[src/hdl/spq_pkg.sv]
// Types and constants shared by the sorted priority queue modules.
`timescale 1ns / 1ps

package spq_pkg;

	localparam int FREQ_BITS   = 32;
	localparam int HANDLE_BITS = 9;
	localparam int OCC_BITS    = 9;
	localparam int STAT_BITS   = 2;
	localparam int DEPTH_DEF   = 256;

	localparam logic OP_INSERT = 1'b0;
	localparam logic OP_POP    = 1'b1;

	localparam logic [STAT_BITS-1:0] ST_OK    = 2'd0;
	localparam logic [STAT_BITS-1:0] ST_EMPTY = 2'd1;
	localparam logic [STAT_BITS-1:0] ST_FULL  = 2'd2;

	typedef struct packed {
		logic                   op;
		logic [FREQ_BITS-1:0]   in_freq;
		logic [HANDLE_BITS-1:0] in_handle;
	} spq_req_t;

	typedef struct packed {
		logic [FREQ_BITS-1:0]   out_freq;
		logic [HANDLE_BITS-1:0] out_handle;
		logic [STAT_BITS-1:0]   status;
		logic [OCC_BITS-1:0]    occupancy;
	} spq_rsp_t;

	typedef struct packed {
		logic [FREQ_BITS-1:0]   freq;
		logic [HANDLE_BITS-1:0] handle;
	} spq_entry_t;

	// Broadcast to every cell in the cycle of a transfer.
	typedef struct packed {
		logic       ins;
		logic       pop;
		spq_entry_t ent;
	} spq_cmd_t;

endpackage

[src/hdl/spq_cell.sv]
// One slot of the sorted queue chain: holds an entry and shifts with its neighbors.
`timescale 1ns / 1ps

module spq_cell
	import spq_pkg::*;
(
	input  logic       clk,
	input  spq_cmd_t   cmd,
	input  logic       occ,
	input  logic       left_keep,
	input  spq_entry_t left_ent,
	input  spq_entry_t right_ent,
	output spq_entry_t ent,
	output logic       keep
);

	spq_entry_t ent_q;

	// Stay in place on insert when occupied and not above the new key.
	assign keep = occ & (ent_q.freq <= cmd.ent.freq);
	assign ent  = ent_q;

	always_ff @(posedge clk) begin
		if (cmd.ins) begin
			if (!keep) begin
				ent_q <= left_keep ? cmd.ent : left_ent;
			end
		end else if (cmd.pop) begin
			ent_q <= right_ent;
		end
	end

endmodule

[config.mk]
export PLATFORM = sky130hd
export DESIGN_NAME = spq_cell
export DESIGN_NICKNAME = d
export VERILOG_FILES = /design/src/hdl/spq_pkg.sv /design/src/hdl/spq_cell.sv
export SDC_FILE = /design/constraint.sdc
export NUM_CORES = 1
export LEC_CHECK = 0
export ABC_AREA = 1
export BUFFER_PORTS_ARGS = -buffer_cell sky130_fd_sc_hd__buf_2
export CELL_PAD_IN_SITES_DETAIL_PLACEMENT = 0
export CELL_PAD_IN_SITES_GLOBAL_PLACEMENT = 2
export CORE_UTILIZATION = 23
export CTS_CLUSTER_DIAMETER = 30
export DETAILED_ROUTE_END_ITERATION = 6
export PLACE_DENSITY_LB_ADDON = 0.1
export SLEW_MARGIN = 20
export SYNTH_ARGS = -nofsm -noshare
export SYNTH_HDL_FRONTEND = slang
export SYNTH_SLANG_ARGS = --single-unit
[constraint.sdc]
create_clock -name clk -period 3.8 [get_ports clk]
set_clock_uncertainty 0.2 [all_clocks]
set_input_delay 0.38 -clock clk [delete_from_list [all_inputs] [get_ports clk]]
set_output_delay 0.38 -clock clk [all_outputs]
set_load 0.02 [all_outputs]
==> Word-level counts from Yosys, hierarchy flattened <==
Cells that the tools add are included.
{ "classes": {"magnitude_cmp": 1, "eq_ne": 1, "muxes": 4, "bitwise": 1, "reduce_logical": 2} }
{ "op_table": {"columns": ["cell", "n"], "rows": [
  ["41-bit 2-to-1 mux", 4],
  ["32-bit <= comparator", 1],
  ["2-bit inequality test (second input constant)", 1],
  ["2-bit AND reduction", 1],
  ["2-bit nonzero test", 1],
  ["1-bit AND", 1]
]} }
{ "word_totals": {"register_bits": 41, "inputBits": 128, "out_inout_bits": 42, "wordCells": 11} }

==> Longest topological paths before layout <==
Gate-level depths: netlist of run 1.
{ "logic_depth": {"depth_word": 4, "depth_mapped": 17, "ltp_nobuf": 17} }

==> Worst setup path after synthesis of run 1 <==
No wires, ideal clock.
{ "synth_timing": {"kind": "register -> register", "startpoint": "register ent_q (netlist bit ent[32])", "endpoint": "register ent_q (netlist bit ent[0]) (enable)", "setup_time_ps": 399, "arrival_time_ps": 2312, "required_time_ps": 3201, "path_slack_ps": 889, "stages_incl_launch_ff": 12, "n_path_buf": 0, "period_less_slack_ps": 2911, "cell_sequence": "edfxtp_1 > ha_1 > nand2_1 > nor2_2 > nand4_1 > nor2_2 > nand2_1 > nand2_1 > nand2_1 > nand2_1 > nand2_1 > nand2_1"} }
{ "synth_via": {"elab_chain_cells": 4} }
{ "synth_lines": {"columns": ["element", "line", "rtl"], "rows": [
  ["from (decl)", "spq_cell.sv:17", "spq_entry_t ent_q;"],
  ["from (signal assigned)", "spq_cell.sv:26", "ent_q <= left_keep ? cmd.ent : left_ent;"],
  ["from (signal assigned)", "spq_cell.sv:29", "ent_q <= right_ent;"],
  ["32-bit <= comparator", "spq_cell.sv:20", "assign keep = occ & (ent_q.freq <= cmd.ent.freq);"],
  ["1-bit AND", "spq_cell.sv:20", null],
  ["2-bit inequality test (no source line)", null, null],
  ["2-bit AND reduction (no source line)", null, null]
]} }
No other way between the ends.
A chain may end at the register's enable or synchronous reset.

==> Worst setup path after layout of run 1 <==
{ "layout_timing": {"startpoint": "register ent_q (netlist bit ent[20])", "endpoint": "register ent_q (netlist bit ent[7]) (enable)"} }
Same word-level chain as after synthesis.

==> results of run 1 <==
## worst max-delay path, delay by kind of cell (launching register included)
family	cells	cell delay, ns
simple gates	11	0.99
buf+inv	2	0.36
fa+ha+maj	1	0.34
flops	1	0.43
## where the power goes
group	switching [mW]	internal (mW)	leakage, nW
registers	0.0218	0.561	0.406
clock network	0.177	0.375	0.0938
logic	0.241	0.156	1.60
## layer usage
| metal | up-vias | routed length (microns) |
|---|---|---|
| li1 | 1571 | - |
| met4 | 0 | 93 |
| met3 | 6 | 763 |
| met2 | 103 | 4270 |
| met5 | - | 0 |
| met1 | 1250 | 4169 |
## metrics by stage
stage               instance area [sq um]  hold WS [ns]
floorplan                            2912        0.3712
global placement                     3946        0.4652
detailed placement                   3946        0.4681
CTS                                  4136        0.1725
global route                         4136        0.1885
finish                               4136        0.1783
## cell type report
class,count,area (sq um),area share
multi-input combinational,272,1453,0.3512
sequential,41,1231,0.2976
timing repair buffer,175,890.9,0.2154
tap,168,210.2,0.05082
inverter,43,161.4,0.03902
clock buffer,5,125.1,0.03025
clock inverter,3,65.06,0.01573
## worst max path at each step
| stage | cells after the start | startpoint | slack, ns | to |
|---|---|---|---|---|
| 2_1_floorplan | 11 | ent[32] | 0.89 | ent[0] |
| 3_3_place_gp | 16 | cmd[16] | 1.04 | ent[28] |
| 3_5_place_dp | 16 | cmd[16] | 1.0 | ent[8] |
| 4_1_cts | 14 | ent[16] | 1.09 | ent[8] |
| 5_1_grt | 14 | ent[20] | 0.90 | ent[39] |
| 6_report | 14 | ent[20] | 1.17 | ent[7] |
## synth_stat cells
master    instances
clkbuf_1         11
o21ai_1          31
nand3_1           2
nor2_2            5
o21a_1            1
a21oi_1          13
nand2_1          84
inv_1            40
inv_2             2
buf_2             4
clkbuf_4          1
edfxtp_1         41
nand4_1           2
nor2_1           48
ha_1             32
clkinv_1          1
a21o_1            1
o21ai_0          53
## cells by family (layout without fill, tap and decap cells)
group,after synthesis,count (layout),synth area share
fa+ha+maj,32,32,0.1375
simple gates,141,141,0.1887
buf+inv,59,226,0.07907
flops,41,41,0.4229
compound gates,99,99,0.1719
==> out/results.ini, run 1 <==
[status]
status=complete, no violations

[critical_path]
cp_cell_sequence=ha_1 > nand2_1 > nor2_1 > nand2_1 > clkinv_1 > nand2_1 > nand2_1 > nand2_1 > nand2_1 > nand2_1 > nand2_1 > nand2_1 > nand2_2 > buf_4
cpMaxStageDelayCell=edfxtp_1
worstPathMaxFanout=17
endpoint_kind=register
r2r_slack_ns=1.17
required_ns=3.58
worstRegToRegCells=14
r2r-start=ent[20]
rr_endpoint=ent[7]
worst-setup-path-type=reg -> reg
critPathMaxStageDelay_ns=0.43
crit_top_cell=nand2_1
critPathLaunchType=register
crit_arrival_ns=2.41

[sta]
tightest_slew_ns=0.8958
max_freq_mhz=379.8
finalSetupTns_ns=0
finalWorstSetupSlack_ns=1.167
setup_viol=0
rsz0062_at_grt=no
hold_viol=0
slew_violations=0
period_needed_ns=2.633
slew_headroom=0.4022
fin_crit_sh=0.6930

[drt]
first_pass_iters=4
wl_mm=9.297
via_per_inst=4.144
vias=2930
ant_nets=0
drt-wirelength-per-cell_microns=13.15
drt_iter0_drc=62
drc_errors=0

[cts]
cts_num_sinks=41
clk_latency_ns=0.28
post_cts_resized=0
clk_pin_slew_ns=0.06
cts_tree=yes
cts_buffers=5
postCtsHoldBufs=0
cts_buffer_depth=2
cts_max_level=2
post-cts-setup-buffer-count=0
cts_root_buf=clkbuf_16

[cells_and_area]
fill_cells=1341
diodes=0
fin_cells=707
fin_nets=698
largest_reg_flops=41
area_growth_pct=42.07
final_common_cell=buf_2
drive_above_1_share=0.3544
most-common-layout-cells=169 x buf_2, 83 x nand2_1, 53 x o21ai_0, 48 x nor2_1, 41 x edfxtp_1
utilization=0.3401

[synth]
yosysWarningCount=0
ys_seq_elements=41
synth_top_area_frac=0.4229
syn-cell-area_sq_mm=0.002912
netlist_instances=372
synth.avg_cell_area_sq_um=7.827
ys_types=18
syn-num-nets=532
netlist_top_cells_area=edfxtp_1 42%, ha_1 14%, nand2_1 11%
yosysTopAreaCell=edfxtp_1
seq_area_frac_synth=0.4229

[global_routing]
gr-usage-all-layers=0.1454
groute.layer.met2.usage=0.2416
grtUsageMet1=0.1832
grt_max_degree=42
grt_pass1_wl_mm=14.46
grt-busiest-layer=met2
grt_pass1_vias=2962
gr-usage-met3=0.04288
antenna_found_initial=1
grt_overflow=0

[power_and_ir_drop]
p_leak_nw=2.096
peakVddDrop_uv=161.9
power_mw=1.533
p_per_area_mw_per_mm2=370.6

[place]
io_buffers=169
placedCellCount=699
dpl.hpwl_mm=7.050
dp_slack_ns=0.9968
gp_congestion=0.7648

[floorplanning]
die_area_sq_mm=0.01311
core.rowCount=40
core_sq_mm=0.01216
die_h_microns=114.5
start_util=0.2394
die_x_microns=114.5
io_pins=170

[worst_hold_path]
min-delay-start=right_ent[11]
min_to=ent[11]
whs_path_depth=3
hold_path_class=in -> reg

[flow_run]
drv_cap=0

(Power assumes the default switching activity.)
==> inputs of run 2 (changes only) <==
clock period = 2.6 ns   (was 3.8 ns; I/O delays follow)
==> out/results.ini, run 2 (synthesis results as in run 1) <==
[place]
dpl_cell_area_sq_mm=0.003946
io_buffers=169
gp_congestion=0.7466
placedCellCount=699
dpl.hpwl_mm=7.160

[drt]
wl_mm=9.660
ant_nets=0
first_pass_iters=4
drt-wirelength-per-cell_microns=13.66
via_per_inst=4.239
drc_errors=0
drt_iter0_drc=62
vias=2997

[critical_path]
endpoint_kind=primary output
cp_cell_sequence=ha_1 > a21oi_1 > nor2_1 > nor2_1 > nand2_1 > nand2_1 > nand2_1 > nand2_1 > nand2_1 > nand2_1 > nand2_1 > inv_1 > buf_2
crit_arrival_ns=1.93
required_ns=2.14
r2r_slack_ns=0.28
worstPathMaxFanout=2
worst-setup-path-type=reg -> out
worstRegToRegCells=14
rr_endpoint=ent[13]
crit_top_cell=nand2_1
critPathMaxStageDelay_ns=0.40
worst-path-buf-inv=2
critPathLaunchType=register
r2r-start=ent[16]
crit_family=simple AND/OR/NAND/NOR gates
cpMaxStageDelayCell=edfxtp_1

[flow_run]
drv_cap=0

[power_and_ir_drop]
p_per_area_mw_per_mm2=543.7
peakVddDrop_uv=236.3
p_leak_nw=2.098

[global_routing]
gr-usage-all-layers=0.1482
grt_pass1_wl_mm=14.85
antenna_found_initial=0
grt_pass1_vias=3009
grt_max_degree=42
grt_overflow=0

[cells_and_area]
largest_reg_flops=41
design_area_sq_mm=0.004148
fin_cells=707
fill_cells=1374
area_growth_pct=42.46
most-common-layout-cells=169 x buf_2, 83 x nand2_1, 53 x o21ai_0, 48 x nor2_1, 41 x edfxtp_1
final_common_cell=buf_2
diodes=0
fin_nets=698
drive_above_1_share=0.3581

[sta]
fin_crit_sh=0.9193
rsz0062_at_grt=no
hold_viol=0
slew_violations=0
slew_headroom=0.6643
finalSetupTns_ns=0
setup_viol=0
max_freq_mhz=418.4
tightest_slew_ns=0.5035
period_needed_ns=2.390

[cts]
cts_buffers=5
cts_tree=yes
post-cts-setup-buffer-count=0
cts_max_level=2
clk_pin_slew_ns=0.07
clk_latency_ns=0.28
cts_num_sinks=41
cts_root_buf=clkbuf_16
cts_buffer_depth=2

[floorplanning]
core.rowCount=40
die_h_microns=114.5
io_pins=170
start_util=0.2394
core_sq_mm=0.01216
die_x_microns=114.5
die_area_sq_mm=0.01311

[worst_hold_path]
min-delay-start=right_ent[12]
min_to=ent[12]
whs_path_depth=3
hold_path_class=in -> reg

[status]
status=complete, no violations

[run 2: power by group]
group	internal [mW]	leakage (nW)	switching, mW
sequential	0.820	0.406	0.0318
combinational	0.231	1.60	0.358
clock	0.549	0.0938	0.266
[run 2: metrics by stage]
step / total power [mW] / worst slack [ns] / hold WS [ns] / utilization
after floorplan: 1.203 / 0.07034 / 0.2512 / -
after global placement: 1.461 / 0.1739 / 0.3455 / 0.3245
after detailed placement: 1.462 / 0.1504 / 0.3480 / 0.3245
after CTS: 2.289 / 0.1388 / 0.05197 / 0.3401
after global routing: 2.390 / 0.002701 / 0.07226 / 0.3410
final: 2.255 / 0.2098 / 0.05547 / 0.3410
[run 2: how the worst max path moves through the flow]
stage / cells after the start / start / slack (ns) / end
floorplan: 11 / ent[32] / 0.07 / ent[0]
finish: 13 / ent[14] / 0.21 / keep
global route: 13 / ent[14] / 0.003 / keep
global placement: 16 / cmd[16] / 0.17 / ent[5]
CTS: 14 / ent[16] / 0.14 / ent[13]
detailed placement: 16 / cmd[16] / 0.15 / ent[13]
[run 2: tightest hold or removal path: stages]
cell     delay, ns
buf_2         0.07
nand2_1       0.04
o21ai_0       0.06
[run 2: final cells by class]
class                           count  area (sq um)  share of cell area
Tap cell                          168         210.2             0.05068
Sequential cell                    41          1231              0.2968
Inverter                           43         161.4             0.03891
Multi-Input combinational cell    272          1460              0.3520
Clock inverter                      3         65.06             0.01569
Clock buffer                        5         125.1             0.03017
Timing Repair Buffer              175         894.6              0.2157
[run 2: layer usage]
metal,track usage,vias up,routed length [microns]
met1,0.1870,1327,4428
li1,-,1568,-
met4,0.03117,0,42
met5,0,-,0
met2,0.2525,100,4483
met3,0.04023,2,706
[run 2: what timing repair did]
item,4_1_cts,5_1_grt
setup endpoints to repair,0,27
hold buffers,0,0
gates resized for setup,0,3
